## src/hdl/ogrc_pkg.sv

```systemverilog
// ----------------------------------------------------------------------------
// ogrc_pkg
// types, codes and helpers shared by the occupancy grid ray caster
// ----------------------------------------------------------------------------
package ogrc_pkg;

	localparam int DIV_NW = 50;
	localparam int DIV_DW = 20;

	localparam logic [2:0] CFG_ROBOT_X    = 3'd0;
	localparam logic [2:0] CFG_ROBOT_Y    = 3'd1;
	localparam logic [2:0] CFG_ORIGIN_X   = 3'd2;
	localparam logic [2:0] CFG_ORIGIN_Y   = 3'd3;
	localparam logic [2:0] CFG_RESOLUTION = 3'd4;

	localparam logic KIND_CAST = 1'b0;
	localparam logic KIND_READ = 1'b1;

	localparam logic [7:0] CELL_UNKNOWN = 8'hFF;
	localparam logic [7:0] CELL_FREE    = 8'h00;

	typedef struct packed {
		logic               kind;
		logic signed [31:0] point_x;
		logic signed [31:0] point_y;
		logic signed [15:0] intensity;
		logic [7:0]         read_col;
		logic [7:0]         read_row;
	} in_t;

	typedef struct packed {
		logic signed [7:0] cell_value;
		logic [10:0]       cells_written;
		logic              blocked;
		logic              too_long;
	} out_t;

	typedef struct packed {
		logic              done;
		logic [DIV_NW-1:0] quot;
		logic [DIV_DW-1:0] rem;
	} div_out_t;

	typedef enum logic [4:0] {
		S_CLEAR, S_IDLE, S_SQ1, S_SQ2, S_SQRT, S_STL, S_STW, S_POS,
		S_PXL, S_PXW, S_PYL, S_PYW, S_CXL, S_CXW, S_CYL, S_CYW,
		S_MAP, S_CHK, S_RCELL, S_RCW, S_DONE
	} state_t;

	function automatic logic [7:0] remap(input logic signed [15:0] raw);
		logic [16:0] a;
		a = raw[15] ? 17'(-{raw[15], raw}) : 17'({1'b0, raw});
		if (a == 17'd0) a = 17'd100;
		if (a > 17'd255) a = 17'd255;
		if (a == 17'd127 || a == 17'd128) a = 17'd129;
		return 8'(a - 17'd128);
	endfunction

endpackage

```

## src/hdl/ogrc_div.sv

```systemverilog
// ----------------------------------------------------------------------------
// ogrc_div
// unsigned restoring divider, one quotient bit per cycle
// ----------------------------------------------------------------------------
module ogrc_div (
	input  logic                           clk,
	input  logic                           arst_n,
	input  logic                           start,
	input  logic [ogrc_pkg::DIV_NW-1:0]    num,
	input  logic [ogrc_pkg::DIV_DW-1:0]    den,
	output ogrc_pkg::div_out_t             res
);

	localparam int NW = ogrc_pkg::DIV_NW;
	localparam int DW = ogrc_pkg::DIV_DW;
	localparam int CNTW = $clog2(NW);

	logic [NW-1:0]   num_q;
	logic [NW-1:0]   quot_q;
	logic [DW-1:0]   den_q;
	logic [DW-1:0]   rem_q;
	logic [CNTW-1:0] cnt_q;
	logic            run_q;
	logic            done_q;
	logic [DW:0]     trial;
	logic            fits;

	assign trial = {rem_q, num_q[NW-1]};
	assign fits  = trial >= {1'b0, den_q};

	always_ff @(posedge clk or negedge arst_n) begin
		if (!arst_n) begin
			run_q  <= 1'b0;
			done_q <= 1'b0;
			cnt_q  <= '0;
		end else begin
			done_q <= 1'b0;
			if (start) begin
				run_q <= 1'b1;
				cnt_q <= '0;
			end else if (run_q) begin
				cnt_q <= cnt_q + 1'b1;
				if (cnt_q == CNTW'(NW - 1)) begin
					run_q  <= 1'b0;
					done_q <= 1'b1;
				end
			end
		end
	end

	always_ff @(posedge clk) begin
		if (start) begin
			num_q  <= num;
			den_q  <= den;
			rem_q  <= '0;
			quot_q <= '0;
		end else if (run_q) begin
			num_q  <= {num_q[NW-2:0], 1'b0};
			quot_q <= {quot_q[NW-2:0], fits};
			rem_q  <= fits ? DW'(trial - {1'b0, den_q}) : trial[DW-1:0];
		end
	end

	assign res.done = done_q;
	assign res.quot = quot_q;
	assign res.rem  = rem_q;

endmodule

```

## config.mk

```make
export PLATFORM = sky130hd
export DESIGN_NAME = ogrc_div
export DESIGN_NICKNAME = d
export VERILOG_FILES = /design/src/hdl/ogrc_pkg.sv /design/src/hdl/ogrc_div.sv
export SDC_FILE = /design/constraint.sdc
export NUM_CORES = 1
export LEC_CHECK = 0
export ABC_AREA = 1
export ABC_CLOCK_PERIOD_IN_PS = 3200
export BUFFER_PORTS_ARGS = -buffer_cell sky130_fd_sc_hd__clkbuf_2
export CORE_AREA = 2 2 128 130
export CTS_BUF_LIST = sky130_fd_sc_hd__clkbuf_16
export CTS_CLUSTER_SIZE = 40
export DETAILED_ROUTE_END_ITERATION = 7
export DIE_AREA = 0 0 130 132
export GPL_ROUTABILITY_DRIVEN = 0
export MAX_ROUTING_LAYER = met4
export PLACE_DENSITY = 0.7
export SLEW_MARGIN = 20
export SYNTH_ARGS = -nofsm -noshare
export SYNTH_HDL_FRONTEND = slang
export SYNTH_SLANG_ARGS = --single-unit
```

## constraint.sdc

```tcl
create_clock -name clk -period 3.2 [get_ports clk]
set_clock_uncertainty 0.2 [all_clocks]
set_input_delay 0.16 -clock clk [delete_from_list [all_inputs] [get_ports clk]]
set_output_delay 0.16 -clock clk [all_outputs]
set_load 0.01 [all_outputs]
```

==> results of run 1 <==
-- worst register-to-register path: stages, from the launching register on --
cell     delay, ns
dfxtp_1       0.33
ha_1          0.36
nand2_1       0.17
inv_2         0.05
nand2_1       0.06
nand2_1       0.08
a21oi_2       0.16
nand2_2       0.09
nand2_4       0.19
nand2_4       0.21
nand2_1       0.24
nand2_1       0.07
nand2_1       0.07
nand2_1       0.04
-- cells in the mapped netlist, types with 2 or more instances --
cell,number
nand2_4,2
clkbuf_1,24
a21oi_1,16
dfxtp_1,70
o21ai_0,5
xor2_1,7
nor2_4,4
nand3_1,44
buf_2,2
edfxtp_1,70
inv_2,6
nor3_2,2
nand2_2,4
buf_6,2
o22ai_1,49
nand4_1,6
dfrtp_1,8
nor2_1,28
clkinv_1,2
nor3_1,3
xnor2_1,2
nand2_1,341
ha_1,22
inv_1,119
-- registers in the layout, summed over array words and instances (netlist names) --
signal and cells:
quot_q 50, done_q 1, run_q 1, den_q 20
num_q 50, rem_q 20, cnt_q 6
-- per-layer routing --
layer | track usage | vias up
li1 | - | 3142
met1 | 0.265 | 2770
met2 | 0.342 | 159
met3 | 0.0556 | 28
met4 | 0.0759 | 0
met5 | - | -
-- where the power goes --
group,total [uW],internal [uW],switching (uW)
sequential,2360,2200,162
combinational,1880,718,1160
clock,2060,1220,843
total,6300,4140,2160
-- timing repair --
action	in CTS	in global routing
endpoints found under the hold margin	78	0
endpoints found under the setup margin	0	0
hold buffers	72	0
-- kinds of logic after synthesis --
group,synth area share
simple gates,0.260
fa+ha+maj,0.0425
flops,0.533
compound gates,0.0655
xor+xnor,0.0113
buf+inv,0.0878
-- layout make-up --
class                      count  area, sq um  area share
sequential                   148         3700       0.402
multi-input combinational    547         2640       0.286
timing repair buffer         224         1520       0.164
inverter                     127          478      0.0518
clock buffer                  18          450      0.0488
tap                          216          270      0.0293
clock inverter                14          163      0.0176
antenna                        1         2.50    0.000271
-- path summary, 6_finish.rpt --
| kind | startpoint | slack, ns | cells past startpoint | end |
|---|---|---|---|---|
| max | rem_q[7] | 0.79 | 13 | rem_q[18] |
| max in group asynchronous | arst_n | 1.98 | 3 | cnt_q[3] |
| min reg2reg | quot_q[49] | 0.26 | 2 | quot_q[49] |
| min | start | 0.10 | 2 | den_q[16] |
| min in group asynchronous | arst_n | 0.53 | 3 | cnt_q[4] |
| max reg2reg | rem_q[7] | 0.79 | 13 | rem_q[18] |
-- cell usage in the layout, fill, tap and decap left out, types with 2 or more instances in the layout --
cell type and n:
buf_4 8, a21oi_1 16, dlygate4sd3_1 72, bufinv_16 2, clkinv_4 2, nor2_1 28, o21ai_0 5, nand3_1 44
nand2_1 341, xnor2_1 2, clkbuf_16 18, xor2_1 7, nor3_1 3, edfxtp_1 70, dfxtp_1 70, inv_1 119
nor3_2 2, inv_2 7, o22ai_1 49, nand4_1 6, nand2_4 2, dfrtp_1 8, inv_6 3, nand2_2 4
inv_8 4, clkinv_2 3, clkbuf_2 143, nor2_4 4, ha_1 22
-- per-stage QoR --
stage | worst slack [ns] | utilization | total power (uW) | hold slack [ns] | instances
after detailed placement | 0.779 | 0.502 | 4210 | -0.178 | 1190
after floorplan | 0.336 | - | 3730 | -0.336 | 852
after global placement | 0.824 | 0.502 | 4180 | -0.178 | 1190
after global routing | 0.466 | 0.587 | 6740 | 0.103 | 1295
after CTS | 0.770 | 0.587 | 6370 | 0.0788 | 1294
final | 0.788 | 0.587 | 6300 | 0.102 | 1295
==> flow_summary.toml, run 1 <==
[status]
status = "finished, final reports clean"

[synthesis]
synth_top_area_share = 0.302
synth.top_cells.by_area = "edfxtp_1 30%, dfxtp_1 20%, nand2_1 18%"
synth_top_cell_by_area = "edfxtp_1"
ys_ff_latch = 148
ys_seq_area_frac = 0.533
yosys.cell_types.count = 38
yosys_warnings = 0
synth_flop_cell = "edfxtp_1"
synth_edf_count = 70
synthesis.area_sq_um = 6950
syn_inst = 852
avgSynthCellArea_sq_um = 8.16
syn_nets = 948
async_flop_share = 0.0541

[power_and_ir_drop]
p_leak_uw = 0.00457
power_density_nw_per_um2 = 684
irDropWorstVdd_v = 0.000438

[sta]
hold_viol_final = 0
setup_violations = 0
tightest_slew_ns = 0.860
fin_tns_setup_ns = 0
slew_violations = 0
finalCriticalPeriod_ns = 2.41
min_period_over_period = 0.754
fmax_mhz = 415
relSlewSlack = 0.427
rsz0062_at_grt = "no"

[global_route]
grt_overflow = 0
grt_max_degree = 57
grt_pass1_wl_microns = 28500
track_usage = 0.215
antenna_found_initial = 1
grt_pass1_vias = 6097

[cts]
root_buffer = "clkbuf_16"
cts.htree.levels = 4
cts_sinks = 148
cts.path.max_buffers = 2
postCtsSetupRepairBufs = 0
cts_tree = "yes"
cts_resized = 0
numCtsBuffers = 17
path_clk_slew_ns = 0.06
clock_latency_ns = 0.42

[drt]
ant_nets = 0
finalWirelength_microns = 16900
firstDrtPassIters = 5
met2_length_microns = 8030
drtIter0Drc = 364
wl_per_cell_microns = 13.1
wirelength_met1_microns = 7670
highest_layer = "met4"
vias = 6099
dr_wl_met3_microns = 944
drc_errors = 0
drt-vias-per-instance = 4.71

[setup_path]
cpMaxStageDelayCell = "ha_1"
critPathRequiredTime_ns = 3.32
path_buf_inv = 1
cp-end-kind = "flip-flop"
crit_type = "reg2reg"
path_cells = "ha_1, nand2_1, inv_2, nand2_1, nand2_1, a21oi_2, nand2_2, nand2_4, nand2_4, nand2_1, nand2_1, nand2_1, nand2_1"
cpMostUsedCell = "nand2_1"
worst_setup_path_start_kind = "flip-flop"
cp.arrival_ns = 2.53
critPathMaxStageDelay_ns = 0.36
critPathTopFamily = "simple AND/OR/NAND/NOR gates"
crit_fanout = 21

[floorplan]
fp-row-count = 46
start_util = 0.442
pin_count = 144
dieArea_sq_um = 17200
core_area_sq_um = 15700
die_y_microns = 132
dieWidth_microns = 130

[min_path]
worst_hold_path_type = "in2reg"

[final_layout]
fin_nets = 1161
fillers = 1400
drive_gt1_frac = 0.191
fin_area_sq_um = 9220
synthToLayoutAreaGrowth_pct = 32.6

[place]
hpwl_microns = 11100
placed_area_sq_um = 7890
io_buffers = 143

[job]
drv_cap = 0
(Power assumes the default switching activity.)
==> inputs of run 2 (changes only) <==
--- a/config.mk
+++ b/config.mk
@@ -6,7 +6,7 @@
 export NUM_CORES = 1
 export LEC_CHECK = 0
 export ABC_AREA = 1
-export ABC_CLOCK_PERIOD_IN_PS = 3200
+export ABC_CLOCK_PERIOD_IN_PS = 2300
 export BUFFER_PORTS_ARGS = -buffer_cell sky130_fd_sc_hd__clkbuf_2
 export CORE_AREA = 2 2 128 130
 export CTS_BUF_LIST = sky130_fd_sc_hd__clkbuf_16
==> constraint.sdc (replaced) <==
create_clock -name clk -period 2.3 [get_ports clk]
set_clock_uncertainty 0.2 [all_clocks]
set_input_delay 0.115 -clock clk [delete_from_list [all_inputs] [get_ports clk]]
set_output_delay 0.115 -clock clk [all_outputs]
set_load 0.01 [all_outputs]
==> flow_summary.toml, run 2 (synthesis gave the netlist of run 1 again) <==
[status]
status = "finished, final reports clean"

[floorplan]
die_y_microns = 132
fp-row-count = 46
pin_count = 144
core_area_sq_um = 15700
dieWidth_microns = 130
dieArea_sq_um = 17200
start_util = 0.442

[final_layout]
drive_gt1_frac = 0.214
top_regs = "num_q x50, quot_q x50"
n_antenna_cell = 0
synthToLayoutAreaGrowth_pct = 35.4
layout_common_cells = "337 x nand2_1, 143 x clkbuf_2, 119 x inv_1"
fillers = 1373
layout_commonest_cell = "nand2_1"
fin_nets = 1173
utilization = 0.599

[job]
drv_cap = 0

[setup_path]
worstReg2RegStart = "den_q[12]"
cpMostUsedCell = "nand2_1"
worst_setup_path_start_kind = "flip-flop"
path_cells = "inv_1, ha_2, a21oi_2, nand2_1, a21oi_2, nand2_2, nand2_4, nand2_4, buf_4, nand2_1, nand2_1, nand2_1, nand2_1"
r2r-end = "rem_q[3]"
cp-end-kind = "flip-flop"
critPathRequiredTime_ns = 2.41
critPathTopFamily = "simple AND/OR/NAND/NOR gates"
crit_type = "reg2reg"
rrSetupSlack_ns = 0.13
cp.arrival_ns = 2.29
critPathMaxStageDelay_ns = 0.36
cpMaxStageDelayCell = "edfxtp_1"
r2r_cells = 13
path_buf_inv = 2
crit_fanout = 9

[power_and_ir_drop]
p_leak_uw = 0.00462
irDropWorstVdd_v = 0.000687
power_density_nw_per_um2 = 955

[drt]
vias = 6209
drt-vias-per-instance = 4.75
finalWirelength_microns = 17500
firstDrtPassIters = 5
wl_per_cell_microns = 13.4
drtIter0Drc = 343
drc_errors = 0
ant_nets = 0

[sta]
setup_violations = 0
fin_tns_setup_ns = 0
slew_violations = 0
min_period_over_period = 0.946
relSlewSlack = 0.660
layout_setup_ws_ns = 0.125
finalCriticalPeriod_ns = 2.17
tightest_slew_ns = 0.509
fmax_mhz = 460
hold_viol_final = 0

[cts]
cts_sinks = 148
root_buffer = "clkbuf_16"
cts.path.max_buffers = 2
clock_latency_ns = 0.42
cts.htree.levels = 4
cts_tree = "yes"
postCtsSetupRepairBufs = 0
numCtsBuffers = 17
path_clk_slew_ns = 0.06

[min_path]
holdPathStages = 2
worst_hold_path_type = "in2reg"
min_from = "den[19]"
min_to = "den_q[19]"

[place]
io_buffers = 143
pre_cts_ws_ns = 0.0552
hpwl_microns = 11600

[global_route]
grt_max_degree = 51
antenna_found_initial = 0
track_usage = 0.213
grt_pass1_wl_microns = 28400
grt_pass1_vias = 6002
grt_overflow = 0
run 2: area by class of cell:
type	instances	area, sq um	area share
tap	216	270	0.0287
multi-input combinational	547	2740	0.291
clock inverter	15	165	0.0175
timing repair buffer	236	1630	0.174
inverter	127	478	0.0508
clock buffer	17	425	0.0452
sequential	148	3700	0.393
run 2: metal layers:
metal | vias up | part of all wire | GRT usage
met5 | - | 0 | -
met3 | 20 | 0.055 | 0.0450
li1 | 3163 | - | -
met2 | 200 | 0.49 | 0.346
met4 | 0 | 0.015 | 0.0603
met1 | 2826 | 0.44 | 0.269
run 2: through the flow:
stage	hold slack, ns	instances	cell area, sq um	total power (uW)
after detailed placement	-0.228	1201	7990	5990
after global placement	-0.228	1201	7990	5940
after global routing	0.204	1306	9420	9550
after floorplan	-0.381	852	6950	5190
after CTS	0.197	1306	9310	8890
final	0.215	1306	9420	8990
run 2: timing repair:
| item | 4_1_cts | 5_1_grt |
|---|---|---|
| hold endpoints to repair | 87 | 0 |
| setup endpoints to repair | 0 | 17 |
| hold buffers | 73 | 0 |
| resized for setup | 0 | 18 |
run 2: power by group:
group	internal (uW)	leakage, uW	switching (uW)
clock	1630	0.000288	1170
combinational	1180	0.00291	1710
sequential	3060	0.00142	232
total	5870	0.00462	3120
run 2: how the worst max path moves through the flow:
stage	startpoint	to	depth (start not counted)
floorplan	run_q	num_q[0]	3
global placement	den_q[0]	rem_q[16]	12
detailed placement	num_q[49]	rem_q[16]	13
CTS	num_q[49]	rem_q[16]	13
global route	den_q[1]	rem_q[3]	15
finish	den_q[12]	rem_q[3]	13
